[src/sv/cc20_pkg.sv]
// ---------------------------------------------------------------------------
// cc20_pkg
// Types, constants and round functions shared by the stream cipher core
// ---------------------------------------------------------------------------
`default_nettype none

package cc20_pkg;

  localparam int unsigned DataW      = 64;
  localparam int unsigned CountW     = 4;
  localparam int unsigned CfgIdxW    = 3;
  localparam int unsigned CfgDataW   = 64;
  localparam int unsigned NumLanes   = 8;
  localparam int unsigned BlockBytes = 64;
  localparam int unsigned OffsetW    = 7;
  localparam int unsigned StepW      = 6;
  localparam int unsigned DoubleRounds = 10;
  localparam int unsigned LastStep   = 4 * DoubleRounds - 1;

  localparam logic [31:0] Sigma [4] = '{
    32'h61707865, 32'h3320646e, 32'h79622d32, 32'h6b206574
  };

  typedef enum logic [CfgIdxW-1:0] {
    CFG_KEY_PART0     = 3'd0,
    CFG_KEY_PART1     = 3'd1,
    CFG_KEY_PART2     = 3'd2,
    CFG_KEY_PART3     = 3'd3,
    CFG_NONCE_LOW     = 3'd4,
    CFG_NONCE_HIGH    = 3'd5,
    CFG_START_COUNTER = 3'd6
  } cfg_reg_e;

  typedef struct packed {
    logic accept;
    logic chunk;
    logic gen_start;
    logic gen_step;
    logic gen_finish;
    logic load_out;
  } dp_cmd_t;

  typedef struct packed {
    logic all_done;
    logic buf_empty;
    logic last_step;
  } dp_sts_t;

  typedef struct packed {
    logic [31:0] a;
    logic [31:0] b;
    logic [31:0] c;
    logic [31:0] d;
  } qr_t;

  function automatic logic [31:0] rotl(input logic [31:0] v, input int unsigned n);
    return (v << n) | (v >> (32 - n));
  endfunction

  // one half of a quarter-round: two add, xor, rotate pairs
  function automatic qr_t qr_half(input logic [31:0] a, input logic [31:0] b,
                                  input logic [31:0] c, input logic [31:0] d,
                                  input logic second);
    qr_t r;
    logic [31:0] ta;
    logic [31:0] tb;
    logic [31:0] tc;
    logic [31:0] td;
    ta = a + b;
    td = d ^ ta;
    td = second ? rotl(td, 8) : rotl(td, 16);
    tc = c + td;
    tb = b ^ tc;
    tb = second ? rotl(tb, 7) : rotl(tb, 12);
    r.a = ta;
    r.b = tb;
    r.c = tc;
    r.d = td;
    return r;
  endfunction

endpackage

`default_nettype wire

[src/sv/cc20_ctrl.sv]
// ---------------------------------------------------------------------------
// cc20_ctrl
// Sequencer for word intake, keystream xor, block generation and output
// ---------------------------------------------------------------------------
`default_nettype none

module cc20_ctrl (
  input  logic              clk_i,
  input  logic              rst_ni,
  input  logic              in_valid_i,
  output logic              in_ready_o,
  output logic              out_valid_o,
  input  logic              out_ready_i,
  input  cc20_pkg::dp_sts_t sts_i,
  output cc20_pkg::dp_cmd_t cmd_o
);
  import cc20_pkg::*;

  typedef enum logic [1:0] {
    ST_IDLE,
    ST_XOR,
    ST_GEN,
    ST_FIN
  } state_e;

  state_e state_q, state_d;
  logic   in_ready_q, in_ready_d;
  logic   out_valid_q, out_valid_d;
  logic   out_free;

  assign out_free = !out_valid_q || out_ready_i;

  always_comb begin
    cmd_o       = '0;
    state_d     = state_q;
    in_ready_d  = in_ready_q;
    out_valid_d = out_valid_q && !out_ready_i;
    unique case (state_q)
      ST_IDLE: begin
        if (in_valid_i && in_ready_q) begin
          cmd_o.accept = 1'b1;
          in_ready_d   = 1'b0;
          state_d      = ST_XOR;
        end
      end
      ST_XOR: begin
        priority if (sts_i.all_done) begin
          if (out_free) begin
            cmd_o.load_out = 1'b1;
            out_valid_d    = 1'b1;
            in_ready_d     = 1'b1;
            state_d        = ST_IDLE;
          end
        end else if (sts_i.buf_empty) begin
          cmd_o.gen_start = 1'b1;
          state_d         = ST_GEN;
        end else begin
          cmd_o.chunk = 1'b1;
        end
      end
      ST_GEN: begin
        cmd_o.gen_step = 1'b1;
        if (sts_i.last_step) begin
          state_d = ST_FIN;
        end
      end
      ST_FIN: begin
        cmd_o.gen_finish = 1'b1;
        state_d          = ST_XOR;
      end
      default: begin
        state_d = ST_IDLE;
      end
    endcase
  end

  always_ff @(posedge clk_i or negedge rst_ni) begin
    if (!rst_ni) begin
      state_q     <= ST_IDLE;
      in_ready_q  <= 1'b1;
      out_valid_q <= 1'b0;
    end else begin
      state_q     <= state_d;
      in_ready_q  <= in_ready_d;
      out_valid_q <= out_valid_d;
    end
  end

  assign in_ready_o  = in_ready_q;
  assign out_valid_o = out_valid_q;

endmodule

`default_nettype wire

[config.mk]
export PLATFORM = sky130hd
export DESIGN_NAME = cc20_ctrl
export DESIGN_NICKNAME = d
export VERILOG_FILES = /design/src/sv/cc20_pkg.sv /design/src/sv/cc20_ctrl.sv
export SDC_FILE = /design/constraint.sdc
export NUM_CORES = 1
export LEC_CHECK = 0
export BUFFER_PORTS_ARGS = -buffer_cell sky130_fd_sc_hd__buf_4
export CAP_MARGIN = 5
export CORE_AREA = 2 2 39 41
export CTS_CLUSTER_SIZE = 40
export DETAILED_ROUTE_END_ITERATION = 10
export DIE_AREA = 0 0 41 43
export PLACE_DENSITY_LB_ADDON = 0.08
export SYNTH_ARGS = -nofsm -noshare
export SYNTH_HDL_FRONTEND = slang
export SYNTH_SLANG_ARGS = --single-unit
[constraint.sdc]
create_clock -name clk_i -period 2.37 [get_ports clk_i]
set_input_delay 0.237 -clock clk_i [delete_from_list [all_inputs] [get_ports clk_i]]
set_output_delay 0.237 -clock clk_i [all_outputs]
set_load 0.005 [all_outputs]
# Word-level counts from Yosys, hierarchy flattened

Index checks and enable logic that the tools add are counted.

Register bits after elaboration: 4
Output and inout bits: 8
Logic and storage cells: 45

Equal/unequal tests: 9
Multiplexer cells: 24
Reduce and logical (&&, ||, !) cells: 9

Operator list:

| operator             | count |
|---|---|
| $mux W1              | 15 |
| $mux W2              | 7 |
| $ne A2 B2 Y1 const B | 4 |
| $pmux W2 S4          | 1 |
| $reduce_and A4 Y1    | 2 |
| $ne A3 B3 Y1 const B | 2 |
| $eq A2 B2 Y1 const B | 2 |
| $eq A2 B1 Y1 const B | 1 |
| $logic_and A1 B1 Y1  | 2 |
| $logic_not A1 Y1     | 2 |
| $logic_not A2 Y1     | 1 |
| $pmux W1 S2          | 1 |
| $reduce_bool A2 Y1   | 1 |
| $logic_or A1 B1 Y1   | 1 |

# Depth between registers and ports, before layout

Word-level depth: 5
Gate-level depth with buffers: 5
Depth with buffers taken out: 5

# Least setup slack after synthesis

No wires, ideal clock.

Path kind: register to register
From: register state_q[0]
To: register state_q[0]
Arrival: 1.372 ns
Required time: 2.291 ns
Path slack: 0.919 ns
Cell stages (with the launch flop): 6
Buffers on the path: 0
Cells stage by stage: dfrtp_1 inv_1 ha_1 a21boi_0 a2111oi_4 mux2i_1

Cells in the longest elaborated chain, start to end: 3

Ends and longest elaborated chain:

| element                                                       | RTL line        | RTL |
|---|---|---|
| start, declared                                               | cc20_ctrl.sv:26 | `state_e state_q, state_d;` |
| start signal, assigned                                        | cc20_ctrl.sv:83 | `state_q <= state_d;` |
| $eq A2 B1 Y1 (tied with other cells)                          | cc20_ctrl.sv:38 | `unique case (state_q)` |
| $ne A3 B3 Y1 (no line) / $ne A2 B2 Y1 (equally long branches) | n/a             |  |
| $reduce_and A4 Y1 (no line)                                   | n/a             |  |

Several ways; a longest one is shown, not always the timed one.
A chain may end at the register's enable or synchronous reset.

==> qor.yml <==
status: "finished clean"
finalSetupViolations: 0
die_h_microns: 43
period_share_pct: 72.0
grt_overflow: 0
h-tree-depth: 1
root_buffer: "clkbuf_4"
end_kind: "primary output"
yosysSeqAreaShare_pct: 29.8
synthArstFlopShare_pct: 100
fp.coreArea_sq_um: 1380
cp_slowest_cell: "dfrtp_1"
hold_viol: 0
diodes: 0
worst_pin_slew_ns: 0.329
ys.flop_type: "dfrtp_1"
grt_max_degree: 8
synth.area.top_cells: "dfrtp_1, ha_1, mux2i_1"
via_per_inst: 4.37
fin_setup_tns_ns: 0
clock-sinks: 4
synth_warnings: 0
critPathRequiredTime_ns: 2.13
reg2reg_to: "state_q[0]$_DFFE_PN0P_"
min_to: "out_valid_o$_DFF_PN0_"
synth-edff-count: 0
path_clk_slew_ns: 0.04
cp.arrival_ns: 1.47
reg2reg_depth: 5
yosysTopAreaCell: "dfrtp_1"
r2r_start: "state_q[0]$_DFFE_PN0P_"
finalNetCount: 64
vias: 293
track_usage_pct: 9.38
slew_viol_final: 0
drive_gt1_share_pct: 43.1
clk_path_buf_depth: 2
syn_area_sq_um: 340
start_util_pct: 24.6
cts_tree: "done"
syn_inst: 32
synth_area_per_cell_sq_um: 10.6
place_area_sq_um: 465
cts_buffers: 3
first_pass_iters: 4
max_freq_mhz: 586
final_area_sq_um: 502
peakVddDrop_mv: 0.431
die_area_sq_um: 1760
critPathMaxStageDelay_ns: 0.36
yosysMostFrequentCell: "ha_1"
crit_cells: 5
criticalPathCategory: "flop to primary output"
synth_commonest_cells: "ha_1, inv_1, dfrtp_1, mux2i_1, nand2_1"
finClkSkew_ns: 0.00450
grt_pass1_wl_mm: 1.01
post_drt_wl_per_cell_microns: 10.3
crit_fanout: 7
place_congestion: 0.746
io_buffers: 14
hold_path_class: "primary input to flop"
rsz0062_at_grt: "false"
max_slew_margin_pct: 77.9
powerDensity_nw_per_um2: 1070
min-delay-start: "sts_i[2]"
max_cap_violations: 0
num_io_pins: 15
clk_latency_ns: 0.23
antenna_found_initial: 0
placementRows: 14
antenna_left: 0
synth_top_area_share_pct: 22.1
p_leak_nw: 0.264
fin_crit_ns: 1.71
drtIter0Drc: 2
cp_cell_sequence: "inv_1 > ha_1 > and2b_2 > and2_1 > buf_4"
critPathLaunchType: "flop"
yosysUniqueCellTypes: 19
area_growth_pct: 47.4
grt_pass1_vias: 254
crit_family: "simple AND/OR/NAND/NOR gates"
fill_cells: 159
syn_nets: 44
dp.final_hpwl_microns: 570
timing.reg2reg.setup_slack_ns: 0.79
crit_buf_inv: 2
min_delay_path_depth: 3
ys_ff_latch: 4
drc: 0
routed_wl_microns: 688
die_x_microns: 41
sequential cells by signal (all words and copies together), names as in the netlist:
signal	flops
out_valid_o	1
state_q	2
in_ready_o	1
metrics by stage:
step	std cells	hold WS (ns)	setup slack, ns	util, %	total power, mW
floorplan	32	-0.0586	0.919	-	0.336
global placement	62	0.0330	0.776	33.6	0.446
detailed placement	62	0.0343	0.777	33.6	0.450
CTS	67	0.263	0.646	36.3	0.547
global route	67	0.275	0.580	36.3	0.585
finish	67	0.268	0.664	36.3	0.537
tightest hold or removal path, cell delays in order:
cell     delay [ns]
buf_4          0.11
nand2_1        0.05
nand2_1        0.06
cells in the final DEF, fill, tap and decap left out:
| master | synthesis | final |
|---|---|---|
| buf_4 | 0 | 14 |
| and2_1 | 1 | 1 |
| and2b_2 | 1 | 1 |
| clkbuf_1 | 0 | 1 |
| nor3b_2 | 1 | 1 |
| and3_1 | 1 | 1 |
| nand2b_1 | 1 | 1 |
| o21ai_0 | 1 | 1 |
| inv_1 | 4 | 4 |
| a311o_1 | 1 | 1 |
| a21oi_1 | 1 | 1 |
| dfrtp_1 | 3 | 3 |
| dfstp_2 | 1 | 1 |
| and4b_1 | 1 | 1 |
| nand2_1 | 3 | 3 |
| and3_2 | 1 | 1 |
| ha_1 | 5 | 5 |
| clkbuf_4 | 0 | 3 |
| mux2i_1 | 3 | 3 |
| o21a_1 | 1 | 1 |
| dlygate4sd3_1 | 0 | 1 |
| a21boi_0 | 1 | 1 |
| a2111oi_4 | 1 | 1 |
cell type report:
cell class              instances  area, sq um  share of cell area (%)
multi-input cells              24          224                    44.6
inverters                       4         15.0                    2.99
clock buffers                   4         26.3                    5.24
repair buffers                 15          115                    22.9
well taps                      16         20.0                    3.99
flip-flops and latches          4          101                    20.2
where the power goes:
group / internal [mW] / leakage [nW] / switching (mW) / total, mW
Combinational: 0.170 / 0.201 / 0.139 / 0.309
Clock: 0.0631 / 0.0150 / 0.0272 / 0.0904
Sequential: 0.107 / 0.0475 / 0.0303 / 0.137
logic make-up after synthesis:
group,synth area share (%)
AOI/OAI and AO/OA,18.4
adders and majority gates,18.4
buffers and inverters,4.41
DFF,29.8
muxes,8.82
and+or+nand+nor,20.2
worst max path at each step:
stage | start | to | slack (ns)
after floorplan | state_q[0]$_DFFE_PN0P_ | state_q[0]$_DFFE_PN0P_ | 0.92
after global placement | state_q[0]$_DFFE_PN0P_ | state_q[0]$_DFFE_PN0P_ | 0.78
after detailed placement | state_q[0]$_DFFE_PN0P_ | state_q[0]$_DFFE_PN0P_ | 0.78
after CTS | state_q[1]$_DFFE_PN0P_ | cmd_o[3] | 0.65
after global routing | state_q[1]$_DFFE_PN0P_ | cmd_o[3] | 0.58
final | state_q[1]$_DFFE_PN0P_ | cmd_o[3] | 0.66
metal layers:
| metal | vias up | GRT usage, % | routed length (microns) |
|---|---|---|---|
| li1 | 149 | - | - |
| met1 | 138 | 11.8 | 300 |
| met2 | 6 | 11.3 | 358 |
| met3 | 0 | 3.14 | 29 |
| met4 | 0 | 10.0 | 0 |
| met5 | - | 0 | 0 |
what timing repair did:
action,in CTS,in global routing
setup endpoints to repair,0,0
hold buffers,1,0
hold endpoints to repair,4,0
resized for setup,0,0
buffers inserted,0,0
No activity file was read; power rests on OpenSTA's default activity.
